`src/rtl/rms_pkg.sv`:
```
package rms_pkg;

  localparam int unsigned DefMaxPairs = 1024;

  localparam logic [15:0] RotCosReset = 16'sd16384;
  localparam logic [23:0] GateReset   = 24'd307;

  typedef enum logic [2:0] {
    REG_ROT_COS  = 3'd0,
    REG_ROT_SIN  = 3'd1,
    REG_SHIFT_X  = 3'd2,
    REG_SHIFT_Y  = 3'd3,
    REG_GATE     = 3'd4
  } reg_idx_e;

  localparam logic [23:0] DistMax   = 24'hFFFFFF;
  localparam logic [13:0] ScoreCap  = 14'h3FFF;
  localparam logic [34:0] DsumCap   = {35{1'b1}};

  // controller -> datapath commands
  typedef struct packed {
    logic load;
    logic mul_a;
    logic mul_b;
    logic rnd;
    logic sq;
    logic sqrt_init;
    logic sqrt_step;
    logic dist_ld;
    logic acc;
    logic div_init;
    logic div_step;
  } cmd_t;

  function automatic logic [3:0] score_of(input logic [23:0] d);
    logic [3:0] s;
    begin
      if      (d <= 24'd51)  s = 4'd10;
      else if (d <= 24'd204) s = 4'd8;
      else if (d <= 24'd307) s = 4'd6;
      else if (d <= 24'd512) s = 4'd4;
      else if (d <= 24'd819) s = 4'd2;
      else                   s = 4'd0;
      return s;
    end
  endfunction

endpackage

```
`src/rtl/rms_ctrl.sv`:
```
module rms_ctrl import rms_pkg::*; (
  input  logic clk_i,
  input  logic rst_ni,
  input  logic in_valid_i,
  output logic in_ready_o,
  output logic out_valid_o,
  input  logic out_ready_i,
  output cmd_t cmd_o
);

  typedef enum logic [3:0] {
    ST_IDLE, ST_MULA, ST_MULB, ST_RND, ST_SQ, ST_SQI, ST_SQRT, ST_ACC,
    ST_DIVI, ST_DIV, ST_OUT
  } state_e;

  state_e state_q;
  logic [5:0] cnt_q;

  assign in_ready_o  = (state_q == ST_IDLE);
  assign out_valid_o = (state_q == ST_OUT);

  always_comb begin
    cmd_o = '0;
    unique case (state_q)
      ST_IDLE: cmd_o.load      = in_valid_i;
      ST_MULA: cmd_o.mul_a     = 1'b1;
      ST_MULB: cmd_o.mul_b     = 1'b1;
      ST_RND:  cmd_o.rnd       = 1'b1;
      ST_SQ:   cmd_o.sq        = 1'b1;
      ST_SQI:  cmd_o.sqrt_init = 1'b1;
      ST_SQRT: cmd_o.sqrt_step = 1'b1;
      ST_ACC:  cmd_o.dist_ld   = 1'b1;
      ST_DIVI: cmd_o.div_init  = 1'b1;
      ST_DIV:  cmd_o.div_step  = 1'b1;
      ST_OUT:  cmd_o.acc       = out_ready_i;
      default: ;
    endcase
  end

  always_ff @(posedge clk_i or negedge rst_ni) begin
    if (!rst_ni) begin
      state_q <= ST_IDLE;
      cnt_q   <= '0;
    end else begin
      unique case (state_q)
        ST_IDLE: if (in_valid_i) state_q <= ST_MULA;
        ST_MULA: state_q <= ST_MULB;
        ST_MULB: state_q <= ST_RND;
        ST_RND:  state_q <= ST_SQ;
        ST_SQ:   state_q <= ST_SQI;
        ST_SQI: begin
          state_q <= ST_SQRT;
          cnt_q   <= '0;
        end
        ST_SQRT: begin
          cnt_q <= cnt_q + 6'd1;
          if (cnt_q == 6'd26) state_q <= ST_ACC;
        end
        ST_ACC:  state_q <= ST_DIVI;
        ST_DIVI: begin
          state_q <= ST_DIV;
          cnt_q   <= '0;
        end
        ST_DIV: begin
          cnt_q <= cnt_q + 6'd1;
          if (cnt_q == 6'd34) state_q <= ST_OUT;
        end
        ST_OUT:  if (out_ready_i) state_q <= ST_IDLE;
        default: state_q <= ST_IDLE;
      endcase
    end
  end

  assert property (@(posedge clk_i) disable iff (!rst_ni)
    !(in_ready_o && out_valid_o)) else $error("ready during output");
  assert property (@(posedge clk_i) disable iff (!rst_ni)
    out_valid_o && !out_ready_i |=> out_valid_o) else $error("result dropped");
  assert property (@(posedge clk_i) disable iff (!rst_ni)
    $onehot0({cmd_o.sqrt_step, cmd_o.div_step, cmd_o.load})) else $error("cmd clash");

endmodule

```
`config.mk`:
```
export PLATFORM = sky130hd
export DESIGN_NAME = rms_ctrl
export DESIGN_NICKNAME = d
export VERILOG_FILES = /design/src/rtl/rms_pkg.sv /design/src/rtl/rms_ctrl.sv
export SDC_FILE = /design/constraint.sdc
export NUM_CORES = 1
export LEC_CHECK = 0
export BUFFER_PORTS_ARGS = -buffer_cell sky130_fd_sc_hd__buf_4
export CAP_MARGIN = 30
export CORE_MARGIN = 4
export CORE_UTILIZATION = 50
export DETAILED_ROUTE_END_ITERATION = 8
export PLACE_DENSITY = 0.85
export SETUP_SLACK_MARGIN = 0.15
export SLEW_MARGIN = 40
export SYNTH_ARGS = -nofsm -noshare
export SYNTH_HDL_FRONTEND = slang
export SYNTH_SLANG_ARGS = --single-unit
```
`constraint.sdc`:
```
create_clock -name clk_i -period 1.5 [get_ports clk_i]
set_input_delay 0.075 -clock clk_i [delete_from_list [all_inputs] [get_ports clk_i]]
set_output_delay 0.075 -clock clk_i [all_outputs]
set_load 0.05 [all_outputs]
```
==> impl_results.md, run 1 <==
- Largest net degree at the start of global routing: 11
- Syn Area/Cell: 7.92 µm²
- Unique masters post-synth: 43
- Synthesized area: 880 µm²
- Post-synthesis sequential area ratio: 0.284
- Die H: 49.9 µm
- Post-Synthesis Cells: 111
- Pre-CTS WS: 0.0239 ns
- Post-GRT worst EP: cmd_o[10]
- I/O Pins: 17
- Error: [ERROR DPL-0038] Utilization greater than 100%, impossible to legalize
- Syn_nets: 117
- Synth Warn #: 0
- Num CTS Buffers: 3
- Worst_ep kind: output port
- Cell Area, Placed: 1120 µm²
- Status: stopped before the end
- Number of synthesized register bits: 10
- GPL Wtd Cong: 0.957
- Dpl hpwl: 1.83 mm
- Clock tree sinks: 10
- Dpl cells: 148
- Die Width: 49.9 µm
- Initial Utilization: 0.558
- Fail Step: global routing
- Cell row count: 14
- Maximum clock path buffer count: 2
- Clock Tree Root: clkbuf_4
- H-tree depth: 1
- I/O Buffers: 16
-- metrics by stage --
| stage | setup TNS (ns) | util | hold slack, ns |
|---|---|---|---|
| 4_1_cts | -0.0288 | 0.972 | 0.104 |
| 3_5_place_dp | 0 | 0.710 | -0.0826 |
| 2_1_floorplan | -0.252 | - | -0.221 |
| 3_3_place_gp | 0 | 0.710 | -0.0832 |
-- logic make-up after synthesis --
kind of cell | after synthesis | share of synthesized area
AOI/OAI and AO/OA | 37 | 0.280
xor gates and xnor gates | 1 | 0.00996
adders and majority gates | 2 | 0.0284
buffers and inverters | 12 | 0.0740
DFF | 10 | 0.284
muxes | 1 | 0.0114
and+or+nand+nor | 48 | 0.312
-- repair_timing --
action                                 in CTS
hold buffers                                1
endpoints found under the hold margin      10
setup endpoints to repair                  21
resized for setup                          62
pin swaps                                  15
buffers inserted                           19
-- cell usage after synthesis, drive strengths merged --
library cell / count / area [µm²]
dfrtp: 10 / 250
or3b: 1 / 8.76
nor4: 2 / 18.8
o21a: 2 / 15.0
o31ai: 1 / 7.51
nand2: 7 / 28.8
ha: 2 / 25.0
xnor2: 1 / 8.76
a21o: 1 / 7.51
o41a: 1 / 11.3
nor2b: 3 / 18.8
nand2b: 7 / 43.8
o22ai: 3 / 18.8
inv: 5 / 18.8
nand3: 3 / 15.0
a211oi: 1 / 7.51
nand3b: 1 / 7.51
a22oi: 3 / 22.5
mux2i: 1 / 10.0
buf: 7 / 46.3
nor3: 5 / 25.0
o211ai: 1 / 7.51
and2b: 2 / 17.5
or2: 1 / 8.76
and3: 2 / 13.8
and2: 1 / 6.26
nand4: 2 / 12.5
a21oi: 2 / 10.0
a32oi: 4 / 35.0
nor2: 10 / 40.0
a22o: 2 / 17.5
o21ai: 14 / 70.1
a31oi: 1 / 6.26
and3b: 1 / 8.76
a311o: 1 / 10.0
==> inputs of run 2 (changes only) <==
--- a/config.mk
+++ b/config.mk
@@ -7,11 +7,10 @@
 export LEC_CHECK = 0
 export BUFFER_PORTS_ARGS = -buffer_cell sky130_fd_sc_hd__buf_4
 export CAP_MARGIN = 30
-export CORE_MARGIN = 4
-export CORE_UTILIZATION = 50
+export CORE_AREA = 4 4 65 67
 export DETAILED_ROUTE_END_ITERATION = 8
-export PLACE_DENSITY = 0.85
-export SETUP_SLACK_MARGIN = 0.15
+export DIE_AREA = 0 0 69 71
+export PLACE_DENSITY_LB_ADDON = 0.15
 export SLEW_MARGIN = 40
 export SYNTH_ARGS = -nofsm -noshare
 export SYNTH_HDL_FRONTEND = slang
==> run 2 against run 1 <==
The flow now finishes without violations. Area after synthesis stayed put. Synthesized cell count stayed put.
==> impl_results.md, run 2 <==
- Top post-synthesis cells by count: 12 x o21ai_1, 10 x dfrtp_1, 9 x nor2_1, 7 x nand2b_1, 6 x nand2_1
- Die H: 71 µm
- Post-route cell area: 1430 µm²
- Largest net degree at the start of global routing: 17
- GPL Wtd Cong: 0.804
- Min Tclk post-route: 1.48 ns
- Main combinational cell family by area after synthesis: simple AND/OR/NAND/NOR gates
- Clock Skews: 0.00428 ns
- Die Width: 69 µm
- Dpl hpwl: 1.97 mm
- Status: finished clean
- Maximum clock path buffer count: 2
- Yosys top cell area share: 0.284
- Global route total overflow: 0
- Gr usage total: 0.112
- Area contributors post-synth: dfrtp_1 28%, o21ai_1 6.8%, nand2b_1 5.0%
- Layout Nets: 160
- Final WL: 2.76 mm
- Measured slew at the worst slew-check pin: 0.282 ns
- Clock power share: 0.547
- Max cap viols: 0
- Top-count cell post-synth: o21ai_1
- Antenna diodes: 0
- Final Setup Violations: 0
- I/O Pins: 17
- Cell row count: 22
- Antenna-violating nets left: 0
- Synth Warn #: 0
- Hold Vio Cnt, Final: 0
- Core Area: 3630 µm²
- Number of synthesized register bits: 10
- Unique masters post-synth: 43
- PwrDens: 442 nW/µm²
- Post-synthesis sequential area ratio: 0.284
- Sw frac: 0.194
- Synth Area in Compound Gates: 0.280
- Post-synth top area cell: dfrtp_1
- DR iter-0 viols: 60
- WL per Instance: 13.8 µm
- Die area: 4900 µm²
- Adder-Cell Fraction of Synth Area: 0.0284
- Vias in the first global route: 986
- Tot Pwr: 0.631 mW
- Max-slew headroom: 0.812
- RSZ-0062 raised after global routing: yes
- Final Util: 0.393
- Layout cells sized above 1: 0.444
- Fin. max-slew vios: 0
- CTS tree: done
- Cell Area, Placed: 1200 µm²
- Sequential share of power: 0.428
- Clk_lat worst skew: 0.24 ns
- Initial Utilization: 0.242
- Startpoint Class: flip-flop
- Ys flop type: dfrtp_1
- Post-Synthesis Cells: 111
- Clock Tree Root: clkbuf_8
- Vias per std cell: 4.92
- Clk pin slew, worst setup/hold paths: 0.05 ns
- Critical Path End Type: output port
- Worst endpoint data arrival time: 1.40 ns
- Mux cell area share after synthesis: 0.0114
- Part of the power in combinational logic: 0.025
- Hold_ws: 0.146 ns
- Most common cell after layout, fill and taps aside: buf_4
- Sum Neg Setup Slack: 0 ns
- Synthesized area: 880 µm²
- FILL cells: 380
- Initial antenna violation count: 0
- Drt drc: 0
- Worst setup path class: flip-flop to output port
- Pre-Repair DR Iteration Count: 4
- Max reg flops: 6
- EDFF count, synth: 0
- Tcrit/Tclk final: 0.986
- Hold crit path type: input pin to flip-flop
- DR vias: 988
- Post-synthesis xor/xnor area fraction: 0.00996
- Clock tree sinks: 10
- Max Fanout on Critical Path: 4
- First-pass GRT wire length: 4.61 mm
- Biggest regs: cnt_q x6, state_q x4
- Syn_nets: 117
- H-tree depth: 1
- Synthesis-to-finish area growth: 62.4%
- VDD IR max: 381 µV
- CP required: 1.42 ns
- Biggest register: cnt_q
- Most frequent cells in the layout: 33 x buf_4, 13 x o21ai_1, 9 x buf_6
- Internal power of the cells: 0.509 mW
- Syn Area/Cell: 7.92 µm²
- Async SR Flop Fraction: 1.00
- Max Fclk: 0.676 GHz
- I/O Buffers: 16
- Psw: 0.122 mW
- Num CTS Buffers: 3
- Simple-gate share of the synthesized area: 0.312
- Static Leak: 0.639 nW
==> run 2: cell counts after synthesis <==
Identical to the previous run, type by type.
==> run 2: layer usage <==
| metal | wire [µm] | part of all wire | global-route usage | vias up |
|---|---|---|---|---|
| li1 | - | - | - | 490 |
| met2 | 1230 | 0.45 | 0.169 | 36 |
| met3 | 148 | 0.054 | 0.0341 | 4 |
| met5 | 0 | 0 | 0 | - |
| met4 | 36 | 0.013 | 0.0347 | 0 |
| met1 | 1350 | 0.49 | 0.154 | 458 |
==> run 2: timing repair <==
item	in CTS	in global routing
gates resized for setup	10	13
hold buffers	1	0
setup endpoints to repair	9	13
setup buffers	3	8
pin swaps	0	5
hold endpoints to repair	10	0
==> run 2: worst paths after layout <==
path,endpoint,depth (start not counted),slack (ns),startpoint
max,cmd_o[10],5,0.02,state_q[2]
min,state_q[0],3,0.15,in_valid_i
max reg2reg,cnt_q[5],5,0.05,state_q[3]
min reg2reg,cnt_q[5],1,0.63,cnt_q[5]
max in group asynchronous,state_q[3],2,1.12,rst_ni
min in group asynchronous,cnt_q[1],2,0.21,rst_ni
==> run 2: cells by family after synthesis <==
family                     Yosys count
and+or+nand+nor                     48
buffers and inverters               12
DFF                                 10
adders and majority gates            2
AOI/OAI and AO/OA                   37
muxes                                1
xor gates and xnor gates             1
==> run 2: layout make-up <==
cell class	count	area [µm²]	area share
clock buffer	4	55.1	0.0385
inverter	5	18.8	0.0131
multi-input combinational	89	648	0.454
sequential	10	253	0.177
tap	48	60.1	0.0420
timing repair buffer	45	394	0.276
==> run 2: power groups by stage <==
stage	combinational [mW]	clock, mW	sequential [mW]
CTS	0.0164	0.356	0.270
global placement	0.0141	0	0.275
floorplan	0.000705	0	0.275
detailed placement	0.0141	0	0.275
global route	0.0177	0.371	0.270
finish	0.0159	0.345	0.270
==> run 2: worst max-delay path: stages (launching register included) <==
cell     delay [ns]
dfrtp_1        0.38
buf_6          0.13
buf_6          0.11
nor4_4         0.22
and2_4         0.19
buf_8          0.14
==> run 2: per-stage QoR <==
step	setup WS [ns]	cells
6_report	0.0217	201
5_1_grt	-0.0535	201
4_1_cts	-0.0159	193
3_5_place_dp	0.115	185
3_3_place_gp	0.0926	185
2_1_floorplan	-0.340	111
(Power assumes the default switching activity.)
==> inputs of run 3 (changes only) <==
--- a/config.mk
+++ b/config.mk
@@ -5,12 +5,13 @@
 export SDC_FILE = /design/constraint.sdc
 export NUM_CORES = 1
 export LEC_CHECK = 0
-export BUFFER_PORTS_ARGS = -buffer_cell sky130_fd_sc_hd__buf_4
+export BUFFER_PORTS_ARGS = -buffer_cell sky130_fd_sc_hd__buf_2
 export CAP_MARGIN = 30
 export CORE_AREA = 4 4 65 67
 export DETAILED_ROUTE_END_ITERATION = 8
 export DIE_AREA = 0 0 69 71
 export PLACE_DENSITY_LB_ADDON = 0.15
+export RECOVER_POWER = 25
 export SLEW_MARGIN = 40
 export SYNTH_ARGS = -nofsm -noshare
 export SYNTH_HDL_FRONTEND = slang
==> run 3 against run 2 <==
Maximum frequency down 0.53%. First-iteration DRC count rose by 17%. Core utilization shrank 0.93 points. Total power is 11% lower. Flip-flop and latch count is the same. Cell count shrank 0.50%. Non-clock buffer count did not move. Clock skew down 0.0040 ns. Via count increased by 2.0%. Design area decreased by 2.4%. Clock power shrank 20%. Highest routed layer unchanged.
==> impl_results.md, run 3 (synthesis results as in run 2) <==
- Status: finished clean
- Min Tclk post-route: 1.49 ns
- Gr usage total: 0.116
- Dpl hpwl: 2.12 mm
- Clk_lat worst skew: 0.23 ns
- Pre-Repair DR Iteration Count: 4
- Area of the multi-input gates: 644 µm²
- Antenna-violating nets left: 0
- Sequential share of power: 0.484
- Psw: 0.108 mW
- Final Setup Violations: 0
- Post-route cell area: 1400 µm²
- First-pass GRT wire length: 4.61 mm
- PwrDens: 401 nW/µm²
- Vias per std cell: 5.04
- DR vias: 1,008
- Die Width: 69 µm
- Die area: 4900 µm²
- Initial Utilization: 0.242
- FF/Latch Area: 255 µm²
- Max Fanout on Critical Path: 8
- Tcrit/Tclk final: 0.991
- GPL Wtd Cong: 0.775
- Max cap viols: 0
- Max reg flops: 6
- Initial antenna violation count: 0
- Cell Area, Placed: 1190 µm²
- Part of the power in combinational logic: 0.023
- Static Leak: 0.616 nW
- Sw frac: 0.194
- Hold_ws: 0.180 ns
- Biggest register: cnt_q
- Clock power share: 0.493
- Antenna diodes: 0
- Most frequent cells in the layout: 29 x buf_4, 11 x o21ai_1, 8 x nor2_1
- I/O Pins: 17
- Vias in the first global route: 972
- DR iter-0 viols: 70
- Internal power of the cells: 0.450 mW
- Max-slew headroom: 0.573
- Biggest regs: cnt_q x6, state_q x4
- Clock Tree Root: clkbuf_8
- Critical Path End Type: output port
- Layout cells sized above 1: 0.447
- VDD IR max: 286 µV
- Startpoint Class: flip-flop
- FILL cells: 396
- H-tree depth: 1
- WL per Instance: 14.7 µm
- Worst setup path class: flip-flop to output port
- RSZ-0062 raised after global routing: yes
- Most common cell after layout, fill and taps aside: buf_4
- I/O Buffers: 16
- CP required: 1.42 ns
- Global route total overflow: 0
- Largest net degree at the start of global routing: 12
- Final WL: 2.94 mm
- Hold crit path type: input pin to flip-flop
- Maximum clock path buffer count: 2
- Measured slew at the worst slew-check pin: 0.640 ns
- Sum Neg Setup Slack: 0 ns
- Clock Skews: 0.000317 ns
- Synthesis-to-finish area growth: 58.6%
- Num CTS Buffers: 3
- Cell row count: 22
- Clock tree sinks: 10
- CTS tree: done
- Drt drc: 0
- Core Area: 3630 µm²
- Layout Nets: 160
- Die H: 71 µm
- Max Fclk: 0.673 GHz
- Hold Vio Cnt, Final: 0
- Worst endpoint data arrival time: 1.41 ns
- Clk pin slew, worst setup/hold paths: 0.05 ns
- Fin. max-slew vios: 0
==> run 3: cell types whose count changed in the layout (fill, tap and decap cells not counted), moves of 3 or more <==
| cell | before | now |
|---|---|---|
| buf_2 | 0 | 3 |
| buf_4 | 33 | 29 |
| buf_6 | 9 | 5 |
| clkbuf_4 | 0 | 3 |
==> run 3: worst paths after layout <==
kind / slack [ns] / startpoint / cells past startpoint / to
worst min-delay path: 0.18 / in_valid_i / 3 / state_q[0]
worst min register to register: 0.63 / cnt_q[5] / 1 / cnt_q[5]
min in group asynchronous: 0.38 / rst_ni / 2 / cnt_q[2]
worst max-delay path: 0.01 / state_q[0] / 4 / cmd_o[2]
worst max register to register: 0.10 / state_q[3] / 4 / cnt_q[5]
max in group asynchronous: 0.67 / rst_ni / 2 / state_q[3]
==> run 3: power groups by stage <==
| stage | Clock, mW | Combinational [mW] | Sequential (mW) |
|---|---|---|---|
| floorplan | 0 | 0.000705 | 0.275 |
| global placement | 0 | 0.0115 | 0.275 |
| detailed placement | 0 | 0.0117 | 0.275 |
| CTS | 0.288 | 0.0139 | 0.270 |
| global route | 0.305 | 0.0152 | 0.270 |
| finish | 0.275 | 0.0130 | 0.270 |
==> run 3: area by class of cell <==
cell class                      count  area share
Sequential cell                    10       0.183
Clock buffer                        3      0.0296
Multi-Input combinational cell     89       0.462
Tap cell                           48      0.0430
Timing Repair Buffer               45       0.269
Inverter                            5      0.0135
==> run 3: what timing repair did <==
action                                  CTS  global route
resized for setup                        16            21
endpoints found under the hold margin    10             0
buffers inserted                          1             4
hold buffers                              1             0
pin swaps                                 1             2
endpoints found under the setup margin   10            15
==> run 3: routing by layer <==
layer,part of all wire,GRT usage,routed length (µm),vias up
met4,0.012,0.0217,34,0
met5,0,0,0,-
met2,0.48,0.194,1420,28
met3,0.055,0.0469,161,4
li1,-,-,-,493
met1,0.45,0.142,1320,483
==> run 3: stage by stage <==
step / cells / power, mW / worst slack [ns] / util
finish: 200 / 0.559 / 0.0138 / 0.384
global route: 200 / 0.591 / -0.0530 / 0.384
CTS: 196 / 0.572 / -0.00461 / 0.360
detailed placement: 191 / 0.286 / 0.0699 / 0.328
global placement: 191 / 0.286 / 0.0574 / 0.328
floorplan: 111 / 0.275 / -0.340 / -
==> run 3: critical path, cell delays in order (launching register included) <==
cell and delay, ns:
dfrtp_2 0.43, buf_12 0.14, and2b_4 0.27, and3_4 0.19, buf_8 0.14
==> inputs of run 4 (changes only) <==
==> constraint.sdc (replaced) <==
create_clock -name clk_i -period 1.5 [get_ports clk_i]
set_input_delay 0.075 -clock clk_i [delete_from_list [all_inputs] [get_ports clk_i]]
set_output_delay 0.075 -clock clk_i [all_outputs]
set_load 0.01 [all_outputs]
==> run 4 against run 3 <==
Non-clock buffer count shrank 8. Setup slack improved by 0.042 ns. Count of clock-buffer cells in the layout grew 1. Clock power is 26% higher. First-iteration DRC count up 27%. Clock skew up 0.0065 ns. Hold slack improved by 0.0062 ns. Total power is 13% higher. Global-route usage decreased by 0.060 points. Maximum frequency up 2.9%. Sequential power is essentially flat.
==> impl_results.md, run 4 (synthesis results as in run 2) <==
- PwrDens: 505 nW/µm²
- Antenna diodes: 0
- Clk_lat worst skew: 0.24 ns
- Cell row count: 22
- Most frequent cells in the layout: 16 x buf_4, 15 x buf_2, 12 x o21ai_1
- Layout Nets: 152
- Static Leak: 0.582 nW
- Final Setup Violations: 0
- Fin. max-slew vios: 0
- Antenna-violating nets left: 0
- Initial Utilization: 0.242
- Cell Area, Placed: 1090 µm²
- Clock tree sinks: 10
- Part of the power in combinational logic: 0.021
- Post-route cell area: 1250 µm²
- Layout cells sized above 1: 0.352
- Clock Skews: 0.00677 ns
- CTS tree: done
- Pre-Repair DR Iteration Count: 4
- Core Area: 3630 µm²
- Die area: 4900 µm²
- Clk pin slew, worst setup/hold paths: 0.05 ns
- Critical Path End Type: output port
- VDD IR max: 557 µV
- Clock Tree Root: clkbuf_8
- Startpoint Class: flip-flop
- Sum Neg Setup Slack: 0 ns
- H-tree depth: 1
- Most common cell after layout, fill and taps aside: buf_4
- Sequential share of power: 0.428
- WL per Instance: 13.5 µm
- Measured slew at the worst slew-check pin: 0.694 ns
- Min Tclk post-route: 1.44 ns
- Psw: 0.124 mW
- Max Fanout on Critical Path: 12
- Hold crit path type: input pin to flip-flop
- GPL Wtd Cong: 0.779
- Vias per std cell: 5.05
- Sw frac: 0.197
- Worst setup path class: flip-flop to output port
- Max Fclk: 0.693 GHz
- Drt drc: 0
- Hold_ws: 0.186 ns
- Initial antenna violation count: 0
- Largest net degree at the start of global routing: 13
- Maximum clock path buffer count: 2
- Tcrit/Tclk final: 0.963
- Gr usage total: 0.115
- Num CTS Buffers: 3
- Die H: 71 µm
- CP required: 1.42 ns
- Final Util: 0.344
- Biggest register: cnt_q
- Vias in the first global route: 959
- First-pass GRT wire length: 4.57 mm
- I/O Buffers: 16
- Global route total overflow: 0
- R2R setup slack: 0.10 ns
- Dpl hpwl: 1.93 mm
- Die Width: 69 µm
- Max-slew headroom: 0.537
- Synthesis-to-finish area growth: 42.0%
- I/O Pins: 17
- Internal power of the cells: 0.506 mW
- Biggest regs: cnt_q x6, state_q x4
- Max cap viols: 0
- Status: finished clean
- Hold Vio Cnt, Final: 0
- Final WL: 2.61 mm
- Clock power share: 0.550
- DR vias: 975
- DR iter-0 viols: 89
- Max reg flops: 6
- Worst endpoint data arrival time: 1.37 ns
-- run 4: cell count changes in the layout (fill, tap and decap cells not counted), sizes merged --
cell / delta
buf: -5
clkbuf: -2
-- run 4: final cells by class --
class | count | area (µm²)
Multi-Input combinational cell | 89 | 588
Tap cell | 48 | 60.1
Inverter | 5 | 18.8
Sequential cell | 10 | 255
Fill cell | 397 | 2380
Timing Repair Buffer | 37 | 272
Clock buffer | 4 | 55.1
-- run 4: final timing paths --
check                           depth (start not counted)         end       start
min in group asynchronous                               2    cnt_q[5]      rst_ni
worst min register to register                          2    cnt_q[1]    cnt_q[1]
worst min-delay path                                    3  state_q[0]  in_valid_i
max in group asynchronous                               2    cnt_q[1]      rst_ni
worst max-delay path                                    5    cmd_o[1]  state_q[2]
worst max register to register                          6    cnt_q[3]  state_q[3]
-- run 4: routing by layer --
metal  GRT usage  share of wire  vias to the layer above
met3      0.0455          0.055                        4
met4      0.0304          0.011                        0
li1            -              -                      485
met1       0.154           0.47                      461
met5           0              0                        -
met2       0.173           0.46                       25
-- run 4: repair_timing --
action | 4_1_cts | 5_1_grt
hold endpoints to repair | 10 | 0
setup endpoints to repair | 9 | 7
hold buffers | 1 | 0
gates resized for setup | 5 | 6
pin swaps | 0 | 1
buffers inserted | 1 | 5
-- run 4: power groups by stage --
stage	Clock (mW)	Combinational, mW	Sequential, mW
3_3_place_gp	0	0.0120	0.275
5_1_grt	0.379	0.0152	0.270
4_1_cts	0.361	0.0142	0.270
3_5_place_dp	0	0.0120	0.275
2_1_floorplan	0	0.000704	0.275
6_report	0.347	0.0135	0.270
-- run 4: worst max-delay path: stages, from the launching register on --
cell	delay [ns]
dfrtp_1	0.40
buf_12	0.15
nand2b_4	0.15
buf_4	0.14
nor3_1	0.13
buf_2	0.16
-- run 4: through the flow --
step | cells | total power, mW | setup slack [ns]
after floorplan | 111 | 0.275 | 0.223
after global placement | 182 | 0.287 | -0.0130
after detailed placement | 182 | 0.287 | -0.0552
after CTS | 188 | 0.645 | -0.0146
after global routing | 193 | 0.664 | -0.000217
final | 193 | 0.630 | 0.0560
